===== config.mk =====
export PLATFORM = sky130hd
export DESIGN_NAME = kmc_cmd_fifo
export DESIGN_NICKNAME = d
export VERILOG_FILES = /design/src/sv/kmc_pkg.sv /design/src/sv/kmc_cmd_fifo.sv
export SDC_FILE = /design/constraint.sdc
export NUM_CORES = 1
export LEC_CHECK = 0
export BUFFER_PORTS_ARGS = -buffer_cell sky130_fd_sc_hd__buf_2
export CAP_MARGIN = 20
export CORE_MARGIN = 2
export CORE_UTILIZATION = 55
export CTS_CLUSTER_DIAMETER = 120
export CTS_CLUSTER_SIZE = 25
export DETAILED_ROUTE_END_ITERATION = 7
export PLACE_DENSITY_LB_ADDON = 0.08
export SETUP_SLACK_MARGIN = 0.02
export SYNTH_ARGS = -nofsm -noshare
export SYNTH_HDL_FRONTEND = slang
export SYNTH_SLANG_ARGS = --single-unit

===== constraint.sdc =====
create_clock -name clock -period 2.6 [get_ports clock]
set_input_delay 0.13 -clock clock [delete_from_list [all_inputs] [get_ports clock]]
set_output_delay 0.13 -clock clock [all_outputs]
set_load 0.005 [all_outputs]

===== src/sv/kmc_pkg.sv =====
// Shared types, constants and base coding for the k-mer histogram counter.
package kmc_pkg;

   localparam int MAX_K_DEF      = 8;
   localparam int COUNT_BITS_DEF = 32;
   localparam int KMER_LEN_W     = 4;
   localparam int CODE_W         = 16;
   localparam int COUNT_W        = 32;
   localparam int CMD_DEPTH      = 4;

   localparam logic       ACT_FEED = 1'b0;
   localparam logic       ACT_DUMP = 1'b1;

   localparam logic [7:0] CHAR_C = 8'h43;
   localparam logic [7:0] CHAR_G = 8'h47;
   localparam logic [7:0] CHAR_T = 8'h54;

   localparam logic [1:0] BASE_A = 2'd0;
   localparam logic [1:0] BASE_C = 2'd1;
   localparam logic [1:0] BASE_G = 2'd2;
   localparam logic [1:0] BASE_T = 2'd3;

   typedef struct packed {
      logic       action;
      logic [7:0] symbol;
      logic       read_start;
   } req_type;

   typedef struct packed {
      logic [CODE_W-1:0]  kmer_code;
      logic [COUNT_W-1:0] kmer_count;
      logic               dump_done;
   } rsp_type;

   typedef enum logic [1:0] {
      BK_CLEAR,
      BK_IDLE,
      BK_INC,
      BK_SCAN
   } back_state_type;

   // A, N and anything unrecognized fold to the A code.
   function automatic logic [1:0] base_code(input logic [7:0] ch);
      logic [1:0] code;
      unique case (ch)
         CHAR_C:  code = BASE_C;
         CHAR_G:  code = BASE_G;
         CHAR_T:  code = BASE_T;
         default: code = BASE_A;
      endcase
      return code;
   endfunction

endpackage


===== src/sv/kmc_cmd_fifo.sv =====
// Short command queue between the front end and the counter engine.
module kmc_cmd_fifo
   import kmc_pkg::*;
#(
   parameter int WIDTH = 2 * MAX_K_DEF + 1
) (
   input  logic             clock,
   input  logic             reset,
   input  logic             push,
   input  logic [WIDTH-1:0] push_data,
   output logic             full,
   input  logic             pop,
   output logic [WIDTH-1:0] pop_data,
   output logic             empty
);

   localparam int PTR_W = $clog2(CMD_DEPTH);
   localparam int CNT_W = $clog2(CMD_DEPTH + 1);

   logic [WIDTH-1:0] slot_ff [CMD_DEPTH];
   logic [PTR_W-1:0] wr_ptr_ff, wr_ptr_in;
   logic [PTR_W-1:0] rd_ptr_ff, rd_ptr_in;
   logic [CNT_W-1:0] fill_ff, fill_in;
   logic             do_push, do_pop;

   assign full     = (fill_ff == CNT_W'(CMD_DEPTH));
   assign empty    = (fill_ff == '0);
   assign pop_data = slot_ff[rd_ptr_ff];
   assign do_push  = push & ~full;
   assign do_pop   = pop & ~empty;

   always_comb begin
      wr_ptr_in = do_push ? wr_ptr_ff + 1'b1 : wr_ptr_ff;
      rd_ptr_in = do_pop  ? rd_ptr_ff + 1'b1 : rd_ptr_ff;
      fill_in   = fill_ff;
      if (do_push && !do_pop)
         fill_in = fill_ff + 1'b1;
      else if (do_pop && !do_push)
         fill_in = fill_ff - 1'b1;
   end

   always_ff @(posedge clock) begin
      if (reset) begin
         wr_ptr_ff <= '0;
         rd_ptr_ff <= '0;
         fill_ff   <= '0;
      end else begin
         wr_ptr_ff <= wr_ptr_in;
         rd_ptr_ff <= rd_ptr_in;
         fill_ff   <= fill_in;
      end
   end

   always_ff @(posedge clock) begin
      if (do_push)
         slot_ff[wr_ptr_ff] <= push_data;
   end

endmodule


==> impl_metrics.py, run 1 <==
metrics = {
    "floorplanning": {
        "rows": 26,
        "design.die.area_sq_mm": 0.00594,
        "io-pin-count": 40,
        "die_h_um": 77.1,
        "design.core.area_sq_mm": 0.00514,
        "initial_core_utilization": 0.571,
        "floorplan.die.width_um": 77.1,
    },
    "detailed_routing": {
        "number_of_search_and_repair_iterations_in_the_first_detailed_routing_pass": 4,
        "detail_route.wl_per_cell_um": 17.6,
        "route.detailed.vias_per_inst": 5.26,
        "totalWireLength_um": 4670,
        "first_iter_violations": 85,
        "num_vias": 1395,
        "detail_route.drc_violations": 0,
        "detail-route-antenna-nets": 0,
    },
    "finish": {
        "antennaDiodeCount": 0,
        "num-fill-cells": 390,
        "drive_gt1_frac": 0.379,
        "finalNetCount": 218,
        "area_added_between_synthesis_and_finish_pct": 15.8,
    },
    "cts": {
        "clock_latency_ns": 0.33,
        "clock_transition_at_the_registers_of_the_reported_paths_ns": 0.07,
        "cts_made_buffers": 9,
        "cts_buffer_depth": 2,
        "h-tree-depth": 3,
        "post-cts-setup-buffers": 0,
        "clock_tree.root_cell": "sky130_fd_sc_hd__clkbuf_8",
        "tritoncts": "built",
        "clkSinkCount": 77,
    },
    "synthesis": {
        "netlist_instances": 137,
        "ys.warnings.count": 0,
        "synth_sequential_area_ratio": 0.757,
        "synth-seq-cells": 77,
        "synth.lib_cells_used.distinct": 23,
        "postSynthNetCount": 164,
        "synthesis.area_sq_mm": 0.00294,
        "syn_avg_cell_area_sq_um": 21.4,
    },
    "pwr": {
        "totalPowerFinal_mw": 3.00,
        "leakage_nw": 1.19,
        "power_density_mw_per_mm2": 883,
        "peakVddDrop_mv": 0.473,
    },
    "grt": {
        "grt_pass1_vias": 1473,
        "gr-usage-all-layers": 0.170,
        "grt_start_max_net_pins": 18,
        "grt_pass1_wl_um": 7270,
        "overflow": 0,
        "initial_antenna_violation_count": 0,
    },
    "worst_setup_path": {
        "critical_path_required_ns": 2.87,
        "path_length_in_cells_of_the_critical_path": 8,
        "critPathSlowestCell": "sky130_fd_sc_hd__dfxtp_1",
        "worst-path-buf-inv": 1,
        "r2r-end": "fill_ff[2]$_SDFFE_PP0P_",
        "r2r_slack_ns": 0.34,
        "rr_startpoint": "fill_ff[0]$_SDFFE_PP0P_",
        "worstPathCellList": "nor3b_2, nor2_2, ha_1, inv_1, fa_1, xor2_1, or3_1, a21oi_1",
        "critical_path.endpoint_type": "flop",
        "worst_path_dominant_cell_family": "simple AND/OR/NAND/NOR gates",
        "path_class": "flop to flop",
        "count_of_cells_along_the_worst_register_to_register_path": 8,
        "worstPathMaxFanout": 6,
        "timing.critical_path.slowest_cell_delay_ns": 0.50,
        "critical_path_arrival_ns": 2.53,
        "start_kind": "flop",
    },
    "sta": {
        "grt_setup_unrepaired": "false",
        "timing_worst_slew_pin_value_ns": 0.839,
        "setup-tns-final_ns": 0,
        "portion_of_the_clock_cycle_consumed_by_the_worst_path_in_the_final_layout": 0.870,
        "clock.fmax_ghz": 0.442,
        "report.final.hold_viol_count": 0,
        "final_period_minus_worst_setup_slack_ns": 2.26,
        "timing_max_transition_violations_final": 0,
        "finalSetupViolCount": 0,
        "slew_headroom": 0.440,
        "finalClockSkew_ns": 0.00641,
    },
    "place": {
        "port_buffers": 39,
        "final_gp_congestion": 0.672,
        "place_hpwl_um": 2860,
    },
    "min_path": {
        "min_path_cells": 1,
        "min_from": "push_data[14]",
        "hold_path_class": "primary input to flop",
        "min_to": "slot_ff[1][14]$_DFFE_PP_",
    },
    "flow_run": {
        "max_cap_viol_count": 0,
    },
    "outcome": {
        "run_status": "complete, no violations",
    },
}
layer usage:
metal	GRT usage	part of all wire
met5	0	0
met4	0.0750	0.019
met3	0.0506	0.041
met2	0.274	0.51
met1	0.215	0.43
cell usage in the layout (no fill, tap or decap):
master	n
sky130_fd_sc_hd__edfxtp_1	68
sky130_fd_sc_hd__buf_2	39
sky130_fd_sc_hd__mux4_2	17
sky130_fd_sc_hd__dfxtp_1	9
sky130_fd_sc_hd__clkbuf_8	9
sky130_fd_sc_hd__nor2_1	5
sky130_fd_sc_hd__ha_1	5
sky130_fd_sc_hd__buf_4	5
sky130_fd_sc_hd__inv_1	4
sky130_fd_sc_hd__and2_1	4
sky130_fd_sc_hd__xor2_1	4
sky130_fd_sc_hd__dlygate4sd3_1	4
sky130_fd_sc_hd__clkinv_1	3
sky130_fd_sc_hd__o21ai_0	2
sky130_fd_sc_hd__or3_1	2
sky130_fd_sc_hd__a21oi_1	2
sky130_fd_sc_hd__mux2i_1	2
sky130_fd_sc_hd__nand2b_1	2
sky130_fd_sc_hd__clkbuf_1	2
sky130_fd_sc_hd__nor3b_2	1
sky130_fd_sc_hd__nor2_2	1
sky130_fd_sc_hd__nor3_1	1
sky130_fd_sc_hd__o31ai_2	1
sky130_fd_sc_hd__o311ai_1	1
sky130_fd_sc_hd__fa_1	1
sky130_fd_sc_hd__clkinv_2	1
registers in the layout, indices dropped and copies added, names as in the netlist, named ones only:
name,count
slot_ff,68
fill_ff,3
rd_ptr_ff,2
wr_ptr_ff,2
report_power, final:
part / total [mW] / switching, mW / internal, mW
registers: 1.58 / 0.0858 / 1.49
logic: 0.721 / 0.326 / 0.394
clock network: 0.702 / 0.372 / 0.330
total: 3.00 / 0.784 / 2.22
cell type report:
| class | instances | area [sq um] | share of cell area |
|---|---|---|---|
| clock inverter | 4 | 16.3 | 0.00478 |
| timing repair buffer | 48 | 273 | 0.0802 |
| clock buffer | 11 | 131 | 0.0386 |
| tap | 70 | 87.6 | 0.0258 |
| multi-input combinational | 51 | 654 | 0.192 |
| inverter | 4 | 15.0 | 0.00442 |
| sequential | 77 | 2220 | 0.654 |
per-stage QoR:
| step | setup WS (ns) | instances | utilization | area, sq um | hold slack [ns] |
|---|---|---|---|---|---|
| 6_report | 0.337 | 265 | 0.661 | 3400 | 0.0109 |
| 5_1_grt | 0.188 | 265 | 0.661 | 3400 | 0.00173 |
| 4_1_cts | 0.341 | 263 | 0.657 | 3380 | 0.000635 |
| 3_5_place_dp | 0.370 | 246 | 0.625 | 3210 | 0.347 |
| 3_3_place_gp | 0.562 | 246 | 0.625 | 3210 | 0.340 |
| 2_1_floorplan | 0.617 | 137 | - | 2940 | 0.229 |
what timing repair did:
action,4_1_cts,5_1_grt
hold endpoints to repair,5,7
resized for setup,0,0
hold buffers,2,2
logic make-up (layout without fill, tap and decap cells):
logic type | Yosys count | count (layout) | synth area share
flops | 77 | 77 | 0.757
compound gates | 6 | 6 | 0.0141
fa+ha+maj | 6 | 6 | 0.0281
xor+xnor | 4 | 4 | 0.0119
buf+inv | 9 | 67 | 0.0204
simple gates | 16 | 16 | 0.0315
mux | 19 | 19 | 0.137
synth_stat cells (all sizes together):
library cell / instances / share of area
and2: 4 / 0.0085
inv: 4 / 0.0051
mux4: 17 / 0.13
buf: 4 / 0.014
nor2: 6 / 0.0085
nand2b: 2 / 0.0043
edfxtp: 68 / 0.70
clkbuf: 1 / 0.0013
mux2i: 2 / 0.0068
a21oi: 2 / 0.0034
nor3b: 1 / 0.0043
or3: 2 / 0.0043
fa: 1 / 0.0068
xor2: 4 / 0.012
ha: 5 / 0.021
o31ai: 1 / 0.0043
dfxtp: 9 / 0.061
nor3: 1 / 0.0017
o311ai: 1 / 0.0030
o21ai: 2 / 0.0034
worst max path at each step:
stage / from / end
after floorplan: fill_ff[0]$_SDFFE_PP0P_ / fill_ff[2]$_SDFFE_PP0P_
after global placement: fill_ff[0]$_SDFFE_PP0P_ / fill_ff[2]$_SDFFE_PP0P_
after detailed placement: fill_ff[0]$_SDFFE_PP0P_ / fill_ff[2]$_SDFFE_PP0P_
after CTS: fill_ff[0]$_SDFFE_PP0P_ / fill_ff[2]$_SDFFE_PP0P_
after global routing: fill_ff[0]$_SDFFE_PP0P_ / fill_ff[2]$_SDFFE_PP0P_
final: fill_ff[0]$_SDFFE_PP0P_ / fill_ff[2]$_SDFFE_PP0P_
(Power assumes the default switching activity.)
==> inputs of run 2 (changes only) <==
CORE_UTILIZATION = 35   (was 55)
==> run 2 against run 1 <==
Design area grew 7.0%. Clock power rose by 33%. Critical path depth stayed put. Register-to-register slack improved by 0.02 ns. Core utilization is 22 points lower. Sequential cell count did not move. Global-route usage is 4.3 points lower. Via count grew 3.7%. Critical endpoint unchanged.
==> impl_metrics.py, run 2 (same netlist as run 1, synthesis figures left out) <==
metrics = {
    "finish": {
        "final_common_cell": "sky130_fd_sc_hd__edfxtp_1",
        "largest_registers": "slot_ff x68, fill_ff x3",
        "largest_reg_flops": 68,
        "regMostFlops": "slot_ff",
        "final_cell_mix": "68 x sky130_fd_sc_hd__edfxtp_1, 39 x sky130_fd_sc_hd__buf_2, 17 x sky130_fd_sc_hd__mux4_2, 16 x sky130_fd_sc_hd__dlygate4sd3_1",
        "antennaDiodeCount": 0,
        "postLayoutCellArea_sq_mm": 0.00364,
        "drive_gt1_frac": 0.378,
        "num-fill-cells": 740,
        "finalNetCount": 232,
        "area_added_between_synthesis_and_finish_pct": 23.8,
    },
    "place": {
        "final_gp_congestion": 0.791,
        "postPlaceCellArea_sq_mm": 0.00327,
        "place_hpwl_um": 3390,
        "port_buffers": 39,
    },
    "worst_setup_path": {
        "path_class": "flop to flop",
        "critPathSlowestCell": "sky130_fd_sc_hd__dfxtp_1",
        "worstPathCellList": "nor3b_2, nor2_2, ha_1, inv_1, fa_1, xor2_1, or3_1, a21oi_1",
        "critical_path_arrival_ns": 2.52,
        "worstPathMaxFanout": 6,
        "critical_path.endpoint_type": "flop",
        "start_kind": "flop",
        "critical_path_required_ns": 2.87,
        "timing.critical_path.slowest_cell_delay_ns": 0.48,
    },
    "floorplanning": {
        "io-pin-count": 40,
        "design.die.area_sq_mm": 0.00914,
        "initial_core_utilization": 0.359,
        "rows": 33,
        "die_h_um": 95.6,
        "design.core.area_sq_mm": 0.00818,
        "floorplan.die.width_um": 95.6,
    },
    "cts": {
        "cts_made_buffers": 9,
        "h-tree-depth": 3,
        "post-cts-setup-buffers": 0,
        "cts_buffer_depth": 2,
        "hold_buffers": 10,
        "clock_latency_ns": 0.34,
        "clkSinkCount": 77,
        "clock_tree.root_cell": "sky130_fd_sc_hd__clkbuf_8",
        "clock_transition_at_the_registers_of_the_reported_paths_ns": 0.08,
        "post_cts_resize_count": 0,
        "tritoncts": "built",
    },
    "detailed_routing": {
        "wl_met1_um": 2210,
        "routed-wl-met3_um": 300,
        "totalWireLength_um": 5090,
        "route.detailed.vias_per_inst": 4.61,
        "detail_route.drc_violations": 0,
        "routed-wl-met2_um": 2550,
        "detail-route-antenna-nets": 0,
        "first_iter_violations": 71,
        "number_of_search_and_repair_iterations_in_the_first_detailed_routing_pass": 4,
        "highest_routed_layer": "met4",
        "detail_route.wl_per_cell_um": 16.2,
        "num_vias": 1447,
    },
    "grt": {
        "initial_antenna_violation_count": 0,
        "overflow": 0,
        "grt_pass1_wl_um": 8120,
        "grt_start_max_net_pins": 18,
        "grt_pass1_vias": 1547,
        "gr-usage-all-layers": 0.127,
    },
    "sta": {
        "finalSetupViolCount": 0,
        "portion_of_the_clock_cycle_consumed_by_the_worst_path_in_the_final_layout": 0.863,
        "slew_headroom": 0.709,
        "grt_setup_unrepaired": "false",
        "timing_worst_slew_pin_value_ns": 0.436,
        "final_period_minus_worst_setup_slack_ns": 2.24,
        "clock.fmax_ghz": 0.446,
        "finalClockSkew_ns": 0.00617,
        "timing_max_transition_violations_final": 0,
        "setup-tns-final_ns": 0,
        "report.final.hold_viol_count": 0,
    },
    "pwr": {
        "leakage_nw": 1.28,
        "peakVddDrop_mv": 0.441,
        "power_density_mw_per_mm2": 899,
    },
    "outcome": {
        "run_status": "complete, no violations",
    },
    "flow_run": {
        "max_cap_viol_count": 0,
    },
    "min_path": {
        "hold_path_class": "primary input to flop",
    },
}
## run 2: changes by cell type in the layout (fill, tap and decap cells not counted)
cell | before | now
sky130_fd_sc_hd__clkinv_1 | 3 | 0
sky130_fd_sc_hd__dlygate4sd3_1 | 4 | 16
sky130_fd_sc_hd__bufinv_16 | 0 | 2
sky130_fd_sc_hd__buf_4 | 5 | 7
sky130_fd_sc_hd__clkinv_4 | 0 | 1
## run 2: worst paths after layout
path | start | slack [ns] | cells past startpoint | endpoint
setup / recovery | fill_ff[0]$_SDFFE_PP0P_ | 0.36 | 8 | fill_ff[2]$_SDFFE_PP0P_
hold / removal | push_data[5] | 0.03 | 1 | slot_ff[2][5]$_DFFE_PP_
setup reg to reg | fill_ff[0]$_SDFFE_PP0P_ | 0.36 | 8 | fill_ff[2]$_SDFFE_PP0P_
hold reg to reg | rd_ptr_ff[1]$_SDFFE_PP0P_ | 0.54 | 2 | rd_ptr_ff[1]$_SDFFE_PP0P_
## run 2: layout make-up
cell class	count	area, sq um	area share
inverter	4	15.0	0.00413
sequential	77	2220	0.611
tap	105	131	0.0361
multi-input combinational	51	654	0.180
clock inverter	4	73.8	0.0203
clock buffer	11	131	0.0361
timing repair buffer	62	408	0.112
## run 2: power breakdown
part	leakage, nW	internal [mW]	switching, mW
Sequential	0.697	1.49	0.0666
Clock	0.103	0.536	0.395
Combinational	0.483	0.419	0.359
## run 2: worst max-delay path: cells and delay by family (launching register included)
| family | cells | cell delay (ns) |
|---|---|---|
| AO/OA/AOI/OAI | 1 | 0.15 |
| XOR/XNOR | 1 | 0.19 |
| adder cells (fa/ha/maj) | 2 | 0.61 |
| buffers and inverters | 1 | 0.06 |
| flip-flops | 1 | 0.48 |
| AND/OR/NAND/NOR | 3 | 0.69 |
## run 2: stage by stage
| stage | power [mW] | std cells | hold WS [ns] | worst slack [ns] | utilization |
|---|---|---|---|---|---|
| 2_1_floorplan | 2.10 | 137 | 0.229 | 0.617 | - |
| 3_3_place_gp | 2.33 | 283 | 0.339 | 0.564 | 0.400 |
| 3_5_place_dp | 2.37 | 283 | 0.349 | 0.426 | 0.400 |
| 4_1_cts | 3.32 | 308 | 0.000817 | 0.401 | 0.437 |
| 5_1_grt | 3.46 | 314 | 0.000516 | 0.172 | 0.445 |
| 6_report | 3.27 | 314 | 0.0279 | 0.356 | 0.445 |
## run 2: layer usage
metal	GRT usage	up-vias
li1	-	680
met1	0.155	727
met2	0.200	38
met3	0.0569	2
met4	0.0440	0
met5	0	-
