## src/sv/kmc_pkg.sv

```systemverilog
// Shared types, constants and base coding for the k-mer histogram counter.
package kmc_pkg;

   localparam int MAX_K_DEF      = 8;
   localparam int COUNT_BITS_DEF = 32;
   localparam int KMER_LEN_W     = 4;
   localparam int CODE_W         = 16;
   localparam int COUNT_W        = 32;
   localparam int CMD_DEPTH      = 4;

   localparam logic       ACT_FEED = 1'b0;
   localparam logic       ACT_DUMP = 1'b1;

   localparam logic [7:0] CHAR_C = 8'h43;
   localparam logic [7:0] CHAR_G = 8'h47;
   localparam logic [7:0] CHAR_T = 8'h54;

   localparam logic [1:0] BASE_A = 2'd0;
   localparam logic [1:0] BASE_C = 2'd1;
   localparam logic [1:0] BASE_G = 2'd2;
   localparam logic [1:0] BASE_T = 2'd3;

   typedef struct packed {
      logic       action;
      logic [7:0] symbol;
      logic       read_start;
   } req_type;

   typedef struct packed {
      logic [CODE_W-1:0]  kmer_code;
      logic [COUNT_W-1:0] kmer_count;
      logic               dump_done;
   } rsp_type;

   typedef enum logic [1:0] {
      BK_CLEAR,
      BK_IDLE,
      BK_INC,
      BK_SCAN
   } back_state_type;

   // A, N and anything unrecognized fold to the A code.
   function automatic logic [1:0] base_code(input logic [7:0] ch);
      logic [1:0] code;
      unique case (ch)
         CHAR_C:  code = BASE_C;
         CHAR_G:  code = BASE_G;
         CHAR_T:  code = BASE_T;
         default: code = BASE_A;
      endcase
      return code;
   endfunction

endpackage

```

## src/sv/kmc_front.sv

```systemverilog
// Front end: takes requests, tracks the base window and issues counter commands.
module kmc_front
   import kmc_pkg::*;
#(
   parameter  int MAX_K  = MAX_K_DEF,
   localparam int BW     = $clog2(MAX_K + 1),
   localparam int KLEN_W = (BW > KMER_LEN_W) ? BW : KMER_LEN_W
) (
   input  logic                   clock,
   input  logic                   reset,
   input  logic                   req_push,
   input  req_type                req_data,
   output logic                   req_full,
   input  logic [KLEN_W-1:0]      kmer_len,
   input  logic                   clear_busy,
   input  logic                   cmd_full,
   output logic                   cmd_push,
   output logic                   cmd_dump,
   output logic [2*MAX_K-1:0]     cmd_key
);

   localparam int WIN_BITS = 2 * MAX_K;
   localparam int CMP_W    = (KLEN_W > BW) ? KLEN_W : BW;

   logic [WIN_BITS-1:0] window_ff, window_in, window_base;
   logic [BW-1:0]       bases_ff, bases_in, bases_base;
   logic [WIN_BITS+1:0] window_cat;
   logic [WIN_BITS-1:0] kmask;
   logic [BW-1:0]       eff_k;
   logic                accept;
   logic                count_en;

   assign req_full = cmd_full | clear_busy;
   assign accept   = req_push & ~req_full;

   // Out-of-range lengths clamp to 1..MAX_K.
   always_comb begin
      if (kmer_len == '0)
         eff_k = BW'(1);
      else if (CMP_W'(kmer_len) > CMP_W'(MAX_K))
         eff_k = BW'(MAX_K);
      else
         eff_k = BW'(kmer_len);
   end

   always_comb begin
      for (int i = 0; i < MAX_K; i++)
         kmask[2*i +: 2] = (i < int'(eff_k)) ? 2'b11 : 2'b00;
   end

   always_comb begin
      window_base = req_data.read_start ? '0 : window_ff;
      bases_base  = req_data.read_start ? '0 : bases_ff;
      window_cat  = {window_base, base_code(req_data.symbol)};
      window_in   = window_cat[WIN_BITS-1:0];
      bases_in    = (bases_base < BW'(MAX_K)) ? bases_base + 1'b1 : bases_base;
      count_en    = (bases_in >= eff_k);
   end

   always_comb begin
      cmd_dump = (req_data.action == ACT_DUMP);
      cmd_key  = window_in & kmask;
      cmd_push = accept & (cmd_dump | count_en);
   end

   always_ff @(posedge clock) begin
      if (reset) begin
         window_ff <= '0;
         bases_ff  <= '0;
      end else if (accept && req_data.action == ACT_FEED) begin
         window_ff <= window_in;
         bases_ff  <= bases_in;
      end
   end

endmodule

```

## config.mk

```make
export PLATFORM = sky130hd
export DESIGN_NAME = kmc_front
export DESIGN_NICKNAME = d
export VERILOG_FILES = /design/src/sv/kmc_pkg.sv /design/src/sv/kmc_front.sv
export SDC_FILE = /design/constraint.sdc
export NUM_CORES = 1
export LEC_CHECK = 0
export ABC_CLOCK_PERIOD_IN_PS = 3850
export BUFFER_PORTS_ARGS = -buffer_cell sky130_fd_sc_hd__buf_4
export CAP_MARGIN = 20
export CORE_MARGIN = 1.5
export CORE_UTILIZATION = 28
export DETAILED_ROUTE_END_ITERATION = 12
export PLACE_DENSITY = 0.55
export SLEW_MARGIN = 20
export SYNTH_ARGS = -nofsm -noshare
export SYNTH_HDL_FRONTEND = slang
export SYNTH_SLANG_ARGS = --single-unit
```

## constraint.sdc

```tcl
create_clock -name clock -period 3.85 [get_ports clock]
set_input_delay 0.1925 -clock clock [delete_from_list [all_inputs] [get_ports clock]]
set_output_delay 0.1925 -clock clock [all_outputs]
set_load 0.02 [all_outputs]
```

==> metrics.log, run 1 <==
INFO  metric grt_pass1_vias = 980
INFO  metric critical_path.endpoint_type = output port
INFO  metric vias = 1090
INFO  metric grt_first_pass_wirelength = 4390 um
INFO  metric max-cap-violations = 0
INFO  metric r2r_setup_slack = 2530 ps
INFO  metric place_congestion = 0.774
INFO  metric timing.hold.worst_path_depth = 3
INFO  metric finalCriticalPeriod = 2620 ps
INFO  metric port_buffers = 37
INFO  metric cellPowerDensity = 273 nW/um2
INFO  metric yosys-top-cells-count = nand2_1, a21oi_1, dfxtp_1, nand3_1
INFO  metric hold_class = in2reg
INFO  metric share_of_layout_cells_above_drive_strength_1 = 25.7%
INFO  metric post_synth_fa_ha_maj_area_fraction = 5.73%
INFO  metric synth.net_count = 166
INFO  metric synth-seq-cells = 18
INFO  metric grt_max_degree = 20
INFO  metric post_cts_resized = 0
INFO  metric timing.hold.ws = 244 ps
INFO  metric post_synth_xor_area_fraction = 0.802%
INFO  metric final-hold-violation-count = 0
INFO  metric cts_tree = done
INFO  metric achievable-frequency = 382 MHz
INFO  metric yosys.cell_count.top_type = nand2_1
INFO  metric dieArea = 4290 um2
INFO  metric setup_repair_after_global_routing_missed_its_margin = no
INFO  metric detail-route-antenna-nets = 0
INFO  metric finalWorstSetupSlack = 1230 ps
INFO  metric yosys.area.top_type_share = 33.0%
INFO  metric slew_viol_final = 0
INFO  metric combinational_family_with_the_most_area_after_synthesis = simple AND/OR/NAND/NOR gates
INFO  metric timing.critical_path.required = 3660 ps
INFO  metric ioPinCount = 38
INFO  metric postSynthAreaPerCell = 7.69 um2
INFO  metric max_slew_margin = 58.5%
INFO  metric cp_max_fo = 4
INFO  metric yosys-mux-area-fraction = 1.03%
INFO  metric ys_top_cells_by_area = dfxtp_1, a21oi_1, nand2_1
INFO  metric r2r-end = bases_ff[2]
INFO  metric final.setup_skew = 3.01 ps
INFO  metric worst_skew_pair.late_latency = 250 ps
INFO  metric synth_compound_area_share = 16.2%
INFO  metric synthCells = 142
INFO  metric pre_cts_slack = 1460 ps
INFO  metric timing.rr.start = bases_ff[0]
INFO  metric syn-cell-area = 1090 um2
INFO  metric wire_length_per_cell = 12.0 um
INFO  metric timing_worst_setup_path_type = reg2out
INFO  metric yosys_warnings = 0
INFO  metric setup_viol_count_final = 0
INFO  metric antenna_cells_inserted = 0
INFO  metric vias_per_cell = 4.89
INFO  metric dominantRegCellSynth = dfxtp_1
INFO  metric synthDominantAreaCellType = dfxtp_1
INFO  metric initial_core_util = 29.4%
INFO  metric finish.utilization = 38.3%
INFO  metric die_width = 65.5 um
INFO  metric place_hpwl = 1960 um
INFO  metric hold_path_end = window_ff[1]
INFO  metric die_h = 65.5 um
INFO  metric count_of_flip_flops_with_a_built_in_enable_after_synthesis = 0
INFO  metric clock_sinks = 18
INFO  metric routed_wirelength = 2680 um
INFO  metric critical_path_arrival = 2430 ps
INFO  metric hold_start = req_data[3]
INFO  metric yosys.area_share.simple = 37.0%
INFO  metric ir_worst_vdd = 0.117 mV
INFO  metric fin_setup_tns = 0 ps
INFO  metric grtUsageTotal = 13.2%
INFO  metric cts_made_buffers = 3
INFO  metric grt.overflow.total = 0
INFO  metric period_utilization_post_route = 68.1%
INFO  metric async_reset_ff_share = 0%
INFO  metric first_iter_violations = 29
INFO  metric area_delta_synth_final = 30.4%
INFO  metric final_nets = 200
INFO  metric p_leak = 0.581 nW
INFO  metric placeableCoreArea = 3720 um2
INFO  metric outcome = finished, final reports clean
INFO  metric max_slew.worst_pin.slew = 622 ps
INFO  metric yosys.cell_types.count = 37
INFO  metric grt_antenna_before_repair = 0
INFO  metric post-route-drc-count = 0
INFO  metric cts_root_buf = clkbuf_8
INFO  metric critPathLaunchType = flip-flop
INFO  metric clockBufferDepth = 2
INFO  metric cts_post_setup_buffers_inserted = 0
INFO  metric maximum_level_of_the_cts_h_tree = 1
INFO  metric cts.reportedPaths.clkPinSlew = 70 ps
INFO  metric placedCellCount = 219
INFO  metric std_cell_rows = 22
INFO  metric drt_pass1_iterations = 4
INFO  metric synth-seq-area-share = 33.0%
INFO  metric worstRegToRegCells = 6
INFO  metric cts_hold_buffers = 0
INFO  metric post_layout_nonfiller_instances = 223
==> layout make-up <==
| cell class | count | area, um2 |
|---|---|---|
| clock buffers | 4 | 55.1 |
| flip-flops and latches | 18 | 360 |
| inverters | 2 | 7.51 |
| repair buffers | 37 | 278 |
| multi-input cells | 114 | 663 |
| well taps | 48 | 60.1 |
| fillers | 410 | 2290 |
==> cells by family (layout without fill, tap and decap cells) <==
group                    after synthesis  after routing
AND/OR/NAND/NOR                       76             76
multiplexers                           1              1
XOR/XNOR                               1              1
buffers and inverters                 10             43
AO/OA/AOI/OAI                         31             31
adder cells (fa/ha/maj)                5              5
flip-flops                            18             18
==> placed cells by master (no fill, tap or decap), types with 2 or more instances in the layout <==
cell type,Yosys,routed
buf_4,1,37
nor3b_1,4,4
nor4bb_1,2,2
and2_1,8,8
o21ai_0,2,2
nor2b_1,2,2
nor3_1,2,2
nand2_1,24,24
nor2_1,8,8
a31oi_1,2,2
inv_1,2,2
a21oi_1,21,21
clkbuf_8,0,4
ha_1,5,5
and3_1,3,3
nand3_1,12,12
dfxtp_1,18,18
nand2b_1,4,4
==> power by group <==
group	switching (mW)	total (mW)	internal [mW]	leakage (nW)
clock	0.0605	0.151	0.0907	0.0288
sequential	0.000472	0.187	0.187	0.145
combinational	0.0279	0.0505	0.0226	0.408
==> critical path, cell delays in order, from the launching register on <==
cell,delay [ps]
dfxtp_1,390
nor2b_1,170
ha_1,240
mux2_2,280
ha_1,290
a21o_1,150
a2111oi_0,400
nor3_1,90
buf_4,170
==> per-stage QoR <==
step                      cell area [um2]  power, mW
after floorplan                      1090      0.218
final                                1420      0.389
after CTS                            1420      0.395
after detailed placement             1370      0.242
after global placement               1370      0.241
after global routing                 1420      0.411
==> flip-flops by register name, indices dropped and copies added (netlist names) <==
name       cells
bases_ff       4
window_ff     14
==> worst max path at each step <==
stage	from	end	cells after the start
2_1_floorplan	req_data[0]	cmd_push	8
3_3_place_gp	bases_ff[0]	cmd_push	8
3_5_place_dp	bases_ff[0]	cmd_push	8
4_1_cts	bases_ff[0]	cmd_push	8
5_1_grt	bases_ff[0]	cmd_push	8
6_report	bases_ff[0]	cmd_push	8
==> per-layer routing <==
layer	part of all wire, %	track usage, %	vias up	wire length, um
li1	-	-	559	-
met1	45	16.9	501	1200
met2	48	21.0	28	1280
met3	5.9	2.74	2	159
met4	1.3	6.25	0	34
met5	0	0	-	0
(Power assumes the default switching activity.)
==> inputs of run 2 (changes only) <==
- ABC_CLOCK_PERIOD_IN_PS: 3850 -> 2700
- clock period: 3.85 -> 2.7 ns (I/O delays scaled with it)
==> run 2 against run 1 <==
  * First-iteration DRC count shrank 17%
  * Non-clock buffer count did not move
  * Global-route usage up 0.19 points
  * Final area is 0.44% higher
  * Clock skew shrank 1.5 ps
  * Sequential power increased by 43%
  * Utilization is 0.17 points higher
  * Largest cell class unchanged
  * Highest routed layer unchanged
==> metrics.log, run 2 (synthesized netlist as in run 1, its figures left out) <==
INFO  metric net-switching-power = 0.133 mW (+50%)
INFO  metric ioPinCount = 38 (unchanged)
INFO  metric share_of_layout_cells_above_drive_strength_1 = 26.3% (+0.57 points)
INFO  metric period_utilization_post_route = 92.5%
INFO  metric vias = 1119 (+2.7%)
INFO  metric grt_antenna_before_repair = 0 (unchanged)
INFO  metric cts.reportedPaths.clkPinSlew = 70 ps (about the same)
INFO  metric clock_power_share = 39.4% (+0.5 points)
INFO  metric outcome = finished, final reports clean
INFO  metric timing.critical_path.required = 2570 ps (-1090 ps)
INFO  metric power.share.sequential = 47.5% (-0.6 points)
INFO  metric power.share.combinational = 13.1% (about the same)
INFO  metric crit_path_max_incr_delay = 390 ps (about the same)
INFO  metric wire_length_per_cell = 12.4 um (+3.1%)
INFO  metric p_leak = 0.583 nW (+0.23%)
INFO  metric worst_skew_pair.late_latency = 260 ps (about the same)
INFO  metric critPathMostFrequentCell = ha_1
INFO  metric slew_viol_final = 0 (unchanged)
INFO  metric drt_pass1_iterations = 4 (unchanged)
INFO  metric grt_max_degree = 20 (unchanged)
INFO  metric dieArea = 4290 um2 (unchanged)
INFO  metric crit_path_cell_trace = nor2b_1 -> ha_1 -> mux2_2 -> ha_1 -> a21o_1 -> a2111oi_2 -> nor3_1 -> buf_4
INFO  metric die_h = 65.5 um (unchanged)
INFO  metric place_hpwl = 2040 um (+3.8%)
INFO  metric port_buffers = 37 (unchanged)
INFO  metric ir_worst_vdd = 0.161 mV (+38%)
INFO  metric achievable-frequency = 401 MHz
INFO  metric final-hold-violation-count = 0 (unchanged)
INFO  metric cts_tree = done
INFO  metric std_cell_rows = 22 (unchanged)
INFO  metric post-route-drc-count = 0 (unchanged)
INFO  metric max_slew.worst_pin.slew = 614 ps (-7.71 ps)
INFO  metric area_delta_synth_final = 30.9%
INFO  metric antenna_cells_inserted = 0 (unchanged)
INFO  metric die_width = 65.5 um (unchanged)
INFO  metric place_congestion = 0.761 (-1.7%)
INFO  metric cts_hold_buffers = 0 (unchanged)
INFO  metric first_iter_violations = 24 (-17%)
INFO  metric clock_sinks = 18 (unchanged)
INFO  metric final.setup_skew = 1.56 ps (-1.46 ps)
INFO  metric vias_per_cell = 5.02 (+2.7%)
INFO  metric critical_path_arrival = 2360 ps (-70 ps)
INFO  metric grt_first_pass_wirelength = 4400 um (+0.16%)
INFO  metric critPathLaunchType = flip-flop
INFO  metric final_nets = 200 (unchanged)
INFO  metric cp_max_fo = 4 (unchanged)
INFO  metric grt.overflow.total = 0 (unchanged)
INFO  metric clockBufferDepth = 2 (unchanged)
INFO  metric setup_repair_after_global_routing_missed_its_margin = no
INFO  metric critical_path.endpoint_type = output port
INFO  metric maximum_level_of_the_cts_h_tree = 1 (unchanged)
INFO  metric setup_viol_count_final = 0 (unchanged)
INFO  metric cts_root_buf = clkbuf_8
INFO  metric largest_reg_flops = 14 (unchanged)
INFO  metric layout_common_cells = buf_4, nand2_1, a21oi_1
INFO  metric layout.filler_cells = 420 (+2.4%)
INFO  metric cellPowerDensity = 393 nW/um2 (+44%)
INFO  metric internal_power = 0.429 mW (+43%)
INFO  metric slowest_stage = dfxtp_1
INFO  metric mostFrequentLayoutCell = buf_4
INFO  metric hold_class = in2reg
INFO  metric placeableCoreArea = 3720 um2 (unchanged)
INFO  metric fin_setup_tns = 0 ps (unchanged)
INFO  metric reg_top3 = window_ff (14), bases_ff (4)
INFO  metric cts_made_buffers = 3 (unchanged)
INFO  metric largest_reg_by_ff_count = window_ff
INFO  metric detail-route-antenna-nets = 0 (unchanged)
INFO  metric max-cap-violations = 0 (unchanged)
INFO  metric max_slew_margin = 59.0% (+0.51 points)
INFO  metric initial_core_util = 29.4% (unchanged)
INFO  metric grt_pass1_vias = 1042 (+6.3%)
INFO  metric finalCriticalPeriod = 2500 ps
INFO  metric timing_worst_setup_path_type = reg2out
INFO  metric finish.utilization = 38.5% (+0.17 points)
INFO  metric grtUsageTotal = 13.4% (+0.19 points)
INFO  metric routed_wirelength = 2760 um (+3.1%)
INFO  metric swShare = 23.6% (+0.79 points)
## run 2: layout make-up
| cell class | count | area (um2) | share of cell area, % |
|---|---|---|---|
| multi-input combinational | 114 | 669 | 46.8 |
| sequential | 18 | 360 | 25.2 |
| timing repair buffer | 37 | 278 | 19.4 |
| tap | 48 | 60.1 | 4.20 |
| clock buffer | 4 | 55.1 | 3.85 |
| inverter | 2 | 7.51 | 0.525 |
## run 2: path summary, 6_finish.rpt
path	slack, ps	endpoint	startpoint	cells after the start
setup / recovery	200	cmd_push	bases_ff[0]	8
hold / removal	170	window_ff[1]	req_data[3]	3
setup reg to reg	1420	bases_ff[2]	bases_ff[0]	6
hold reg to reg	460	window_ff[12]	window_ff[12]	2
## run 2: timing repair
| item | in CTS | in global routing |
|---|---|---|
| buffers inserted | 0 | 0 |
| setup endpoints to repair | 0 | 1 |
| gates resized for setup | 0 | 2 |
## run 2: power by group through the flow
stage | Sequential (mW) | Clock (mW) | Combinational (mW)
4_1_cts | 0.267 | 0.231 | 0.0727
2_1_floorplan | 0.272 | 0 | 0.0384
3_5_place_dp | 0.273 | 0 | 0.0725
5_1_grt | 0.266 | 0.244 | 0.0808
6_report | 0.267 | 0.221 | 0.0737
3_3_place_gp | 0.273 | 0 | 0.0707
## run 2: routing by layer
layer  share of wire [%]  GRT usage [%]  vias to the layer above
li1                    -              -                      559
met1                  42           14.6                      524
met2                  49           23.3                       31
met3                 6.3           2.74                        5
met4                 2.6           8.59                        0
met5                   0              0                        -
## run 2: through the flow
stage          hold WS (ps)  power [mW]  setup WS (ps)  cells  cell area [um2]
5_1_grt                 184       0.591           46.9    223             1430
3_3_place_gp            434       0.343            482    219             1370
3_5_place_dp            448       0.345            411    219             1370
6_report                172       0.562            204    223             1430
4_1_cts                 166       0.570            118    223             1420
2_1_floorplan           285       0.311            569    142             1090
## run 2: worst max-delay path: cells and delay by family, from the launching register on
kind            cells  cell delay (ps)
buf+inv             1              160
flops               1              390
fa+ha+maj           2              520
compound gates      2              510
mux                 1              270
simple gates        2              250
==> inputs of run 3 (changes only) <==
- CORE_MARGIN: 1.5 -> unset
==> run 3 against run 2 <==
  * Clock power barely moved
  * Global-route usage is essentially flat
  * Clock skew up 1.9 ps
  * Critical path depth stayed put
  * Non-clock buffer count is the same
  * Hold slack got worse by 4.8 ps
  * Maximum frequency decreased by 1.9%
  * Sequential power about the same
  * Sequential share of layout area rose by 0.11 points
  * Combinational power fell by 2%
  * Utilization is 0.12 points higher
  * Critical path type unchanged
  * Critical endpoint unchanged
  * Largest cell class unchanged
==> metrics.log, run 3 (synthesized netlist as in run 1, its figures left out) <==
INFO  metric setup_viol_count_final = 0 (unchanged)
INFO  metric grt_first_pass_wirelength = 4380 um (-0.32%)
INFO  metric finish.utilization = 38.6% (+0.12 points)
INFO  metric grt_antenna_before_repair = 0 (unchanged)
INFO  metric grt_pass1_vias = 999 (-4.1%)
INFO  metric cts_hold_buffers = 0 (unchanged)
INFO  metric grtUsageTotal = 13.4% (about the same)
INFO  metric final_nets = 200 (unchanged)
INFO  metric max_slew.worst_pin.slew = 609 ps (-4.93 ps)
INFO  metric wire_length_per_cell = 11.9 um (-3.7%)
INFO  metric slowest_stage = dfxtp_1
INFO  metric vias = 1116 (-0.27%)
INFO  metric drt_pass1_iterations = 4 (unchanged)
INFO  metric mostFrequentLayoutCell = buf_4
INFO  metric hold_path_end = window_ff[1]
INFO  metric critPathMostFrequentCell = ha_1
INFO  metric r2r-end = bases_ff[2]
INFO  metric pre_cts_slack = 417 ps (+6.03 ps)
INFO  metric finalCriticalPeriod = 2540 ps (+48.2 ps)
INFO  metric r2r_setup_slack = 1390 ps (-30 ps)
INFO  metric post-route-drc-count = 0 (unchanged)
INFO  metric max-cap-violations = 0 (unchanged)
INFO  metric layout_common_cells = buf_4, nand2_1, a21oi_1
INFO  metric clockBufferDepth = 2 (unchanged)
INFO  metric area_delta_synth_final = 30.4%
INFO  metric timing_worst_setup_path_type = reg2out
INFO  metric p_leak = 0.581 nW (-0.23%)
INFO  metric worstRegToRegCells = 6 (unchanged)
INFO  metric place_congestion = 0.776 (+1.9%)
INFO  metric timing.critical_path.buf_inv = 1 (unchanged)
INFO  metric finalWorstSetupSlack = 155 ps (-48.2 ps)
INFO  metric share_of_layout_cells_above_drive_strength_1 = 25.7% (-0.57 points)
INFO  metric worst_skew_pair.late_latency = 250 ps (about the same)
INFO  metric die_h = 64.5 um (-1.5%)
INFO  metric placeableCoreArea = 3690 um2 (-0.74%)
INFO  metric critical_path_arrival = 2410 ps (+50 ps)
INFO  metric setup_repair_after_global_routing_missed_its_margin = no
INFO  metric hold_start = req_data[3]
INFO  metric final-hold-violation-count = 0 (unchanged)
INFO  metric cpLargestDelayFamily = compound AO/OA/AOI/OAI gates
INFO  metric crit_path_max_incr_delay = 400 ps (about the same)
INFO  metric slew_viol_final = 0 (unchanged)
INFO  metric cts_post_setup_buffers_inserted = 0 (unchanged)
INFO  metric achievable-frequency = 393 MHz (-1.9%)
INFO  metric initial_core_util = 29.6% (+0.22 points)
INFO  metric reg_top3 = window_ff (14), bases_ff (4)
INFO  metric first_iter_violations = 47 (+96%)
INFO  metric fin_setup_tns = 0 ps (unchanged)
INFO  metric max_slew_margin = 59.4% (+0.33 points)
INFO  metric largest_reg_flops = 14 (unchanged)
INFO  metric dieArea = 4160 um2 (-3.0%)
INFO  metric cts_root_buf = clkbuf_8
INFO  metric std_cell_rows = 22 (unchanged)
INFO  metric largest_reg_by_ff_count = window_ff
INFO  metric grt_max_degree = 20 (unchanged)
INFO  metric cts_made_buffers = 3 (unchanged)
INFO  metric routed_wirelength = 2660 um (-3.7%)
INFO  metric critPathLaunchType = flip-flop
INFO  metric timing.hold.worst_path_depth = 3 (unchanged)
INFO  metric crit_path_cell_trace = nor2b_1 -> ha_1 -> mux2_2 -> ha_1 -> a21o_1 -> a2111oi_0 -> nor3_1 -> buf_4
INFO  metric cellPowerDensity = 393 nW/um2 (about the same)
INFO  metric cp_max_fo = 4 (unchanged)
INFO  metric post_cts_resized = 0 (unchanged)
INFO  metric detail-route-antenna-nets = 0 (unchanged)
INFO  metric period_utilization_post_route = 94.2% (+1.8 points)
INFO  metric grt.overflow.total = 0 (unchanged)
INFO  metric layout.filler_cells = 402 (-4.3%)
INFO  metric hold_class = in2reg
INFO  metric multi_input_comb_area = 663 um2 (-0.93%)
INFO  metric timing.critical_path.required = 2570 ps (about the same)
INFO  metric critical_path.endpoint_type = output port
INFO  metric cts_tree = done
INFO  metric antenna_cells_inserted = 0 (unchanged)
INFO  metric ir_worst_vdd = 0.238 mV (+48%)
INFO  metric die_width = 64.5 um (-1.5%)
INFO  metric ioPinCount = 38 (unchanged)
INFO  metric vias_per_cell = 5.00 (-0.27%)
INFO  metric outcome = finished, final reports clean
INFO  metric maximum_level_of_the_cts_h_tree = 1 (unchanged)
INFO  metric final.setup_skew = 3.48 ps (+1.92 ps)
INFO  metric place_hpwl = 1920 um (-5.9%)
INFO  metric cts.reportedPaths.clkPinSlew = 70 ps (about the same)
INFO  metric area.sequential = 360 um2 (unchanged)
INFO  metric timing.hold.ws = 167 ps (-4.79 ps)
INFO  metric timing.rr.start = bases_ff[0]
INFO  metric port_buffers = 37 (unchanged)
INFO  metric clock_sinks = 18 (unchanged)
==> run 3: worst max path at each step <==
stage,endpoint,depth (start not counted),start
3_3_place_gp,cmd_push,8,bases_ff[0]
6_report,cmd_push,8,bases_ff[0]
5_1_grt,cmd_push,8,bases_ff[0]
4_1_cts,cmd_push,8,bases_ff[0]
2_1_floorplan,cmd_push,8,req_data[0]
3_5_place_dp,cmd_push,8,bases_ff[0]
==> run 3: layout make-up <==
type	instances	area share, %
Clock buffer	4	3.87
Inverter	2	0.527
Multi-Input combinational cell	114	46.6
Sequential cell	18	25.3
Tap cell	48	4.22
Timing Repair Buffer	37	19.5
==> run 3: report_power, final <==
part | switching [mW] | total [mW] | internal (mW) | leakage (nW)
combinational | 0.0397 | 0.0720 | 0.0322 | 0.408
clock | 0.0911 | 0.221 | 0.130 | 0.0288
sequential | 0.000697 | 0.267 | 0.266 | 0.145
total | 0.131 | 0.559 | 0.428 | 0.581
==> run 3: routing by layer <==
metal / routed length, um / vias up / track usage [%]
met5: 0 / - / 0
met4: 17 / 0 / 3.33
met3: 104 / 2 / 3.35
met2: 1330 / 17 / 23.7
met1: 1210 / 535 / 16.0
li1: - / 562 / -
==> run 3: worst min-delay path: cells and delay by family <==
kind	cells	cell delay, ps
AO/OA/AOI/OAI	1	60
buffers and inverters	1	120
AND/OR/NAND/NOR	1	60
==> run 3: per-stage QoR <==
| step | area, um2 | instances | total power, mW |
|---|---|---|---|
| floorplan | 1090 | 142 | 0.311 |
| global placement | 1370 | 219 | 0.344 |
| detailed placement | 1370 | 219 | 0.345 |
| CTS | 1420 | 223 | 0.566 |
| global route | 1420 | 223 | 0.583 |
| finish | 1420 | 223 | 0.559 |
